==> config.mk <==
export PLATFORM = sky130hd
export DESIGN_NAME = fifo_mutex_handoff_core
export DESIGN_NICKNAME = d
export VERILOG_FILES = /design/src/rtl/fmh_pkg.sv /design/src/rtl/fmh_datapath.sv /design/src/rtl/fmh_ctrl.sv /design/src/rtl/fifo_mutex_handoff_core.sv
export SDC_FILE = /design/constraint.sdc
export NUM_CORES = 1
export LEC_CHECK = 0
export ABC_AREA = 1
export BUFFER_PORTS_ARGS = -buffer_cell sky130_fd_sc_hd__buf_2
export CORE_MARGIN = 3
export CORE_UTILIZATION = 65
export DETAILED_ROUTE_END_ITERATION = 7
export MAX_ROUTING_LAYER = met4
export PLACE_DENSITY_LB_ADDON = 0.05
export SYNTH_ARGS = -nofsm -noshare
export SYNTH_HDL_FRONTEND = slang
export SYNTH_SLANG_ARGS = --single-unit
export TNS_END_PERCENT = 50
==> constraint.sdc <==
create_clock -name clk -period 3.86 [get_ports clk]
set_clock_uncertainty 0.05 [all_clocks]
set_input_delay 0.193 -clock clk [delete_from_list [all_inputs] [get_ports clk]]
set_output_delay 0.193 -clock clk [all_outputs]
set_load 0.05 [all_outputs]
==> src/rtl/fmh_pkg.sv <==
// Shared types and constants for the FIFO mutex hand-off core.
// No dependencies; used by every module in rtl/.
`default_nettype none

package fmh_pkg;

  // Width of a thread identifier as carried on the ports.
  localparam int TID_BITS = 8;

  // Default wait queue depth.
  localparam int QUEUE_DEPTH_DEF = 16;

  // Request opcodes
  localparam logic OP_LOCK   = 1'b0;
  localparam logic OP_UNLOCK = 1'b1;

  // Result status codes
  localparam logic [2:0] ST_ACQUIRED  = 3'd0;
  localparam logic [2:0] ST_BLOCKED   = 3'd1;
  localparam logic [2:0] ST_RELEASED  = 3'd2;
  localparam logic [2:0] ST_HANDOFF   = 3'd3;
  localparam logic [2:0] ST_NOT_OWNER = 3'd4;
  localparam logic [2:0] ST_FULL      = 3'd5;

  // Controller to datapath commands
  typedef struct packed {
    logic load;  // capture the incoming word
    logic exec;  // commit the request and load the result register
  } fmh_cmd_t;

endpackage

`default_nettype wire

==> src/rtl/fmh_datapath.sv <==
// Datapath: mutex state, wait queue memory, pointers and result register.
// Depends on fmh_pkg; driven by fmh_ctrl through fmh_cmd_t.
`default_nettype none

module fmh_datapath import fmh_pkg::*; #(
  parameter int QUEUE_DEPTH = QUEUE_DEPTH_DEF,
  localparam int PTR_W = $clog2(QUEUE_DEPTH),
  localparam int CNT_W = $clog2(QUEUE_DEPTH + 1)
) (
  input  wire logic                clk,
  input  wire logic                rst,
  input  wire fmh_cmd_t            cmd,
  input  wire logic                opcode,
  input  wire logic [TID_BITS-1:0] thread_id,
  output logic [2:0]               status,
  output logic                     woken_valid,
  output logic [TID_BITS-1:0]      woken_thread,
  output logic                     is_locked,
  output logic [TID_BITS-1:0]      current_owner,
  output logic [CNT_W-1:0]         waiting_count
);

  localparam logic [PTR_W-1:0] LAST_SLOT = PTR_W'(QUEUE_DEPTH - 1);
  localparam logic [CNT_W-1:0] FULL_CNT  = CNT_W'(QUEUE_DEPTH);

  logic                op_r;
  logic [TID_BITS-1:0] tid_r;

  logic                held, held_next;
  logic [TID_BITS-1:0] owner, owner_next;
  logic [PTR_W-1:0]    head, head_next;
  logic [PTR_W-1:0]    tail, tail_next;
  logic [CNT_W-1:0]    count, count_next;

  logic [TID_BITS-1:0] mem [QUEUE_DEPTH];
  logic [TID_BITS-1:0] rd_data;
  logic                mem_we;

  logic [2:0]          status_next;
  logic                woken_next;

  always_comb begin
    held_next   = held;
    owner_next  = owner;
    head_next   = head;
    tail_next   = tail;
    count_next  = count;
    mem_we      = 1'b0;
    woken_next  = 1'b0;
    status_next = ST_NOT_OWNER;
    if (op_r == OP_LOCK) begin
      priority if (!held) begin
        held_next   = 1'b1;
        owner_next  = tid_r;
        status_next = ST_ACQUIRED;
      end else if (count == FULL_CNT) begin
        status_next = ST_FULL;
      end else begin
        mem_we      = 1'b1;
        tail_next   = (tail == LAST_SLOT) ? '0 : tail + 1'b1;
        count_next  = count + 1'b1;
        status_next = ST_BLOCKED;
      end
    end else begin
      priority if (!held || owner != tid_r) begin
        status_next = ST_NOT_OWNER;
      end else if (count != '0) begin
        // head word was read out of the queue while the request was captured
        owner_next  = rd_data;
        head_next   = (head == LAST_SLOT) ? '0 : head + 1'b1;
        count_next  = count - 1'b1;
        woken_next  = 1'b1;
        status_next = ST_HANDOFF;
      end else begin
        held_next   = 1'b0;
        owner_next  = '0;
        status_next = ST_RELEASED;
      end
    end
  end

  always_ff @(posedge clk) begin
    if (rst) begin
      held  <= 1'b0;
      owner <= '0;
      head  <= '0;
      tail  <= '0;
      count <= '0;
    end else if (cmd.exec) begin
      held  <= held_next;
      owner <= owner_next;
      head  <= head_next;
      tail  <= tail_next;
      count <= count_next;
    end
  end

  always_ff @(posedge clk) begin
    if (cmd.load) begin
      op_r  <= opcode;
      tid_r <= thread_id;
    end
  end

  // Wait queue memory: one write port at tail, registered read at head.
  always_ff @(posedge clk) begin
    if (cmd.exec && mem_we) begin
      mem[tail] <= tid_r;
    end
    rd_data <= mem[head];
  end

  always_ff @(posedge clk) begin
    if (cmd.exec) begin
      status        <= status_next;
      woken_valid   <= woken_next;
      woken_thread  <= woken_next ? rd_data : '0;
      is_locked     <= held_next;
      current_owner <= owner_next;
      waiting_count <= count_next;
    end
  end

endmodule

`default_nettype wire

==> src/rtl/fmh_ctrl.sv <==
// Controller: request sequencing and output word valid.
// Depends on fmh_pkg; issues fmh_cmd_t to fmh_datapath.
`default_nettype none

module fmh_ctrl import fmh_pkg::*; (
  input  wire logic clk,
  input  wire logic rst,
  input  wire logic in_valid,
  output logic      in_ready,
  output logic      out_valid,
  input  wire logic out_ready,
  output fmh_cmd_t  cmd
);

  typedef enum logic {
    S_IDLE,
    S_EXEC
  } state_t;

  state_t state;
  logic   fire;

  assign in_ready = (state == S_IDLE);
  // commit only once the result register is free or being emptied
  assign fire     = (state == S_EXEC) && (!out_valid || out_ready);
  assign cmd.load = in_valid && in_ready;
  assign cmd.exec = fire;

  always_ff @(posedge clk) begin
    if (rst) begin
      state     <= S_IDLE;
      out_valid <= 1'b0;
    end else begin
      unique case (state)
        S_IDLE: begin
          if (cmd.load) state <= S_EXEC;
        end
        S_EXEC: begin
          if (fire) state <= S_IDLE;
        end
        default: state <= S_IDLE;
      endcase
      if (fire) begin
        out_valid <= 1'b1;
      end else if (out_ready) begin
        out_valid <= 1'b0;
      end
    end
  end

endmodule

`default_nettype wire

==> src/rtl/fifo_mutex_handoff_core.sv <==
// Top level of the FIFO mutex hand-off core.
// Depends on fmh_pkg, fmh_ctrl and fmh_datapath.
//
// Usage:
//   Input channel (in_valid/in_ready) carries one request word: opcode
//   (lock or unlock) and thread_id. Output channel (out_valid/out_ready)
//   returns exactly one result word per request: status, woken thread on
//   a hand-off, lock state, owner and wait queue occupancy.
//   Each request is captured first, while the queue head is read through
//   the registered memory port, and then committed: the state update is
//   loaded into the output register and out_valid rises. No new request
//   is accepted until the previous one has committed.
//   A new request is accepted while the previous result waits in the
//   output register; if the receiver stalls, the request holds in its
//   commit cycle until the output register drains, and in_ready stays low.
//   Reset (rst, synchronous) frees the mutex and empties the queue; the
//   queue memory itself is not cleared, only entries written are read.
`default_nettype none

module fifo_mutex_handoff_core import fmh_pkg::*; #(
  parameter int QUEUE_DEPTH = QUEUE_DEPTH_DEF,
  localparam int CNT_W = $clog2(QUEUE_DEPTH + 1)
) (
  input  wire logic                clk,
  input  wire logic                rst,
  input  wire logic                in_valid,
  output logic                     in_ready,
  input  wire logic                opcode,
  input  wire logic [TID_BITS-1:0] thread_id,
  output logic                     out_valid,
  input  wire logic                out_ready,
  output logic [2:0]               status,
  output logic                     woken_valid,
  output logic [TID_BITS-1:0]      woken_thread,
  output logic                     is_locked,
  output logic [TID_BITS-1:0]      current_owner,
  output logic [CNT_W-1:0]         waiting_count
);

  fmh_cmd_t cmd;

  fmh_ctrl u_ctrl (
    .clk       (clk),
    .rst       (rst),
    .in_valid  (in_valid),
    .in_ready  (in_ready),
    .out_valid (out_valid),
    .out_ready (out_ready),
    .cmd       (cmd)
  );

  fmh_datapath #(
    .QUEUE_DEPTH (QUEUE_DEPTH)
  ) u_dp (
    .clk           (clk),
    .rst           (rst),
    .cmd           (cmd),
    .opcode        (opcode),
    .thread_id     (thread_id),
    .status        (status),
    .woken_valid   (woken_valid),
    .woken_thread  (woken_thread),
    .is_locked     (is_locked),
    .current_owner (current_owner),
    .waiting_count (waiting_count)
  );

  // one request in flight at a time
  a_one_in_flight: assert property (@(posedge clk) disable iff (rst)
    in_valid && in_ready |=> !in_ready)
    else $error("request accepted while another is in flight");

  a_handoff_owner: assert property (@(posedge clk) disable iff (rst)
    out_valid && woken_valid |->
      status == ST_HANDOFF && is_locked && current_owner == woken_thread)
    else $error("hand-off word inconsistent");

  a_free_empty: assert property (@(posedge clk) disable iff (rst)
    out_valid && !is_locked |-> current_owner == '0 && waiting_count == '0)
    else $error("free mutex with owner or waiters");

  a_count_bound: assert property (@(posedge clk) disable iff (rst)
    out_valid |-> waiting_count <= CNT_W'(QUEUE_DEPTH))
    else $error("wait count above queue depth");

endmodule

`default_nettype wire

==> flow_summary.json <==
{
  "met2_usage_pct": 43.29,
  "holdPathStages": 2,
  "vdd_drop_max_uv": 446.5,
  "vias": 5920,
  "final_cell_mix": "nand2_1 (167), edfxtp_1 (163), nor2_1 (108)",
  "yosys.area_share.simple_pct": 18.72,
  "r2r-end": "u_dp.mem[8][7]",
  "antennaDiodeCount": 0,
  "rsz0062_at_grt": "false",
  "wl_per_cell_um": 18.79,
  "grt_pass1_vias": 5701,
  "drt_wl_total_mm": 19.05,
  "holdPathEnd": "u_ctrl.out_valid",
  "leakagePower_nw": 3.648,
  "via_per_inst": 5.838,
  "seq_area_um2": 5537,
  "area_growth_pct": 12.23,
  "p_per_area_nw_per_um2": 461.7,
  "cts_max_level": 4,
  "busiest_layer": "met2",
  "mostFrequentLayoutCell": "nand2_1",
  "drive_above_1_share_pct": 15.60,
  "synth_compound_area_share_pct": 8.024,
  "status": "finished, final reports clean",
  "use_met1_pct": 40.71,
  "clock_path_buffers": 2,
  "drt_iter0_markers": 768,
  "cts-root-buf": "clkbuf_16",
  "async_flop_share_pct": 0,
  "crit_required_ns": 3.87,
  "hold_violations": 0,
  "critPathCaptureType": "flip-flop",
  "grt_first_pass_wirelength_mm": 30.38,
  "r2r_slack_ns": 1.28,
  "synth_seq_cells": 195,
  "seq_area_frac_synth_pct": 65.74,
  "die_w_um": 119.8,
  "syn_avg_cell_area_um2": 10.66,
  "rr_worst_depth": 5,
  "postCtsSetupBuffers": 0,
  "fin_crit_sh_pct": 68.28,
  "path_max_fanout": 28,
  "portBuffers": 40,
  "track_usage_pct": 28.88,
  "slew_headroom_pct": 26.81,
  "multi_input_area_um2": 2476,
  "max_freq_mhz": 379.4,
  "num_io_pins": 41,
  "synthFlopType": "edfxtp_1",
  "fin_crit_ns": 2.636,
  "initial_core_util_pct": 68.39,
  "finalSetupViolations": 0,
  "cp.arrival_ns": 2.65,
  "antenna_found_initial": 0,
  "synth_fp_nets": 810,
  "grt-ovfl-total": 0,
  "maxCapViolations": 0,
  "clock_sinks": 195,
  "cts.clk_slew.worst_paths_ns": 0.07,
  "tns_ns": 0,
  "muxShareOfSynthArea_pct": 1.308,
  "dp_hpwl_mm": 11.93,
  "worst_hold_path_type": "in2reg",
  "nFillCells": 824,
  "die_h_um": 119.8,
  "synth-xor-area-share_pct": 0.3120,
  "nets": 853,
  "place.gp.congestion": 1.009,
  "grt_max_degree": 69,
  "synth-adder-area-share_pct": 1.040,
  "rows": 40,
  "core_um2": 12310,
  "tightest_slew_ns": 1.094,
  "synth_edf_count": 163,
  "hold_slack_ns": 0.04148,
  "insertion_delay_ns": 0.43,
  "drtAntennaViolNets": 0,
  "dieArea_um2": 14360,
  "grt_use_met3_pct": 4.665,
  "drc_errors": 0,
  "holdCritStartpoint": "rst",
  "worst_setup_path_start_kind": "primary input",
  "slew_viol_final": 0,
  "ys.warnings.count": 0,
  "drt-pass1-iter-count": 6,
  "cts_tree": "built",
  "synth_cells": 790,
  "synth.distinct_cells": 38,
  "cts_buffers": 17,
  "setup.worst_path.class": "in2reg",
  "synth_top_family_by_area": "simple AND/OR/NAND/NOR gates",
  "r2r_start": "u_dp.op_r",
  "netlist_area_um2": 8421
}
-- registers in the layout, summed over array words and instances, names as in the netlist --
name                cells
u_dp.woken_thread       8
u_dp.current_owner      8
u_dp.woken_valid        1
u_dp.head               4
u_dp.count              5
u_ctrl.out_valid        1
u_dp.rd_data            8
u_dp.tail               4
u_dp.held               1
u_ctrl.state            1
u_dp.is_locked          1
u_dp.waiting_count      5
u_dp.tid_r              8
u_dp.status             3
u_dp.op_r               1
u_dp.owner              8
u_dp.mem              128
-- Yosys cell counts (2+ instances only) --
| library cell | number | area, um2 |
|---|---|---|
| o22ai_1 | 5 | 31.28 |
| nand3_1 | 35 | 175.2 |
| nor3b_1 | 2 | 15.01 |
| mux2i_1 | 11 | 110.1 |
| nand2_4 | 2 | 22.52 |
| nand2_2 | 17 | 106.4 |
| nor2_1 | 108 | 405.4 |
| clkbuf_1 | 14 | 52.55 |
| a21oi_1 | 17 | 85.08 |
| nand2_1 | 167 | 626.9 |
| clkinv_1 | 2 | 7.510 |
| buf_1 | 3 | 11.26 |
| xor2_1 | 2 | 17.52 |
| dfxtp_1 | 32 | 640.6 |
| o32ai_1 | 16 | 140.1 |
| o21ai_0 | 50 | 250.2 |
| nor2_2 | 11 | 68.82 |
| edfxtp_1 | 163 | 4895 |
| ha_1 | 7 | 87.58 |
| buf_4 | 2 | 15.01 |
| o21ai_1 | 4 | 20.02 |
| o221ai_1 | 6 | 52.55 |
| inv_1 | 50 | 187.7 |
| inv_2 | 16 | 60.06 |
| o211ai_1 | 10 | 75.07 |
| nor2_4 | 3 | 33.78 |
| buf_2 | 15 | 75.07 |
| nand4_1 | 10 | 62.56 |
-- cell type report --
cell class                 instances  share of cell area, %
clock inverter                    10                 0.9797
tap                              168                  2.224
clock buffer                      22                  5.468
sequential                       195                  58.59
timing repair buffer              58                  3.840
multi-input combinational        493                  26.20
inverter                          68                  2.701
-- report_power, final --
group | leakage [nW] | internal [W] | switching [W]
combinational | 1.60 | 0.0000608 | 0.000174
clock | 0.304 | 0.00102 | 0.000746
sequential | 1.75 | 0.00232 | 0.0000467
-- through the flow --
stage	instances	instance area [um2]	total power (W)	setup WS, ns	util (%)
floorplan	790	8421	0.002555	1.302	-
global placement	971	8731	0.002626	1.448	70.91
detailed placement	971	8731	0.002631	1.311	70.91
CTS	1014	9450	0.004374	1.287	76.76
global route	1014	9450	0.004488	1.004	76.76
finish	1014	9450	0.004364	1.224	76.76
-- cell families after synthesis --
family          Yosys count
flops                   195
mux                      11
fa+ha+maj                 7
buf+inv                 102
simple gates            361
compound gates          111
xor+xnor                  3
-- critical path: stages --
cell and delay (ns):
dlygate4sd3_1 0.54, buf_2 0.12, inv_1 0.04, nand2_1 0.08, nand2_1 0.11, inv_1 0.09
buf_4 0.33, nand3_2 0.22, inv_2 0.13, nand2_1 0.18, nor2_1 0.58
-- worst max path at each step --
| stage | end | cells after the start | start | slack, ns |
|---|---|---|---|---|
| 3_3_place_gp | u_dp.mem[4][6] | 5 | u_dp.op_r | 1.45 |
| 4_1_cts | u_dp.mem[8][0] | 5 | u_dp.op_r | 1.29 |
| 6_report | u_dp.mem[8][7] | 11 | out_ready | 1.22 |
| 5_1_grt | u_dp.mem[1][7] | 11 | out_ready | 1.00 |
| 3_5_place_dp | u_dp.mem[8][4] | 5 | u_dp.op_r | 1.31 |
| 2_1_floorplan | u_dp.mem[11][0] | 7 | u_ctrl.out_valid | 1.30 |
-- repair_timing --
item | in CTS | in global routing
hold endpoints to repair | 11 | 0
hold buffers | 11 | 0
gates resized for setup | 0 | 0
-- layer usage --
layer	vias up	part of all wire (%)
met2	310	47
met3	45	8.8
met4	0	2.4
met5	-	0
met1	2771	42
li1	2794	-
Power figures use the tool's default switching activity.
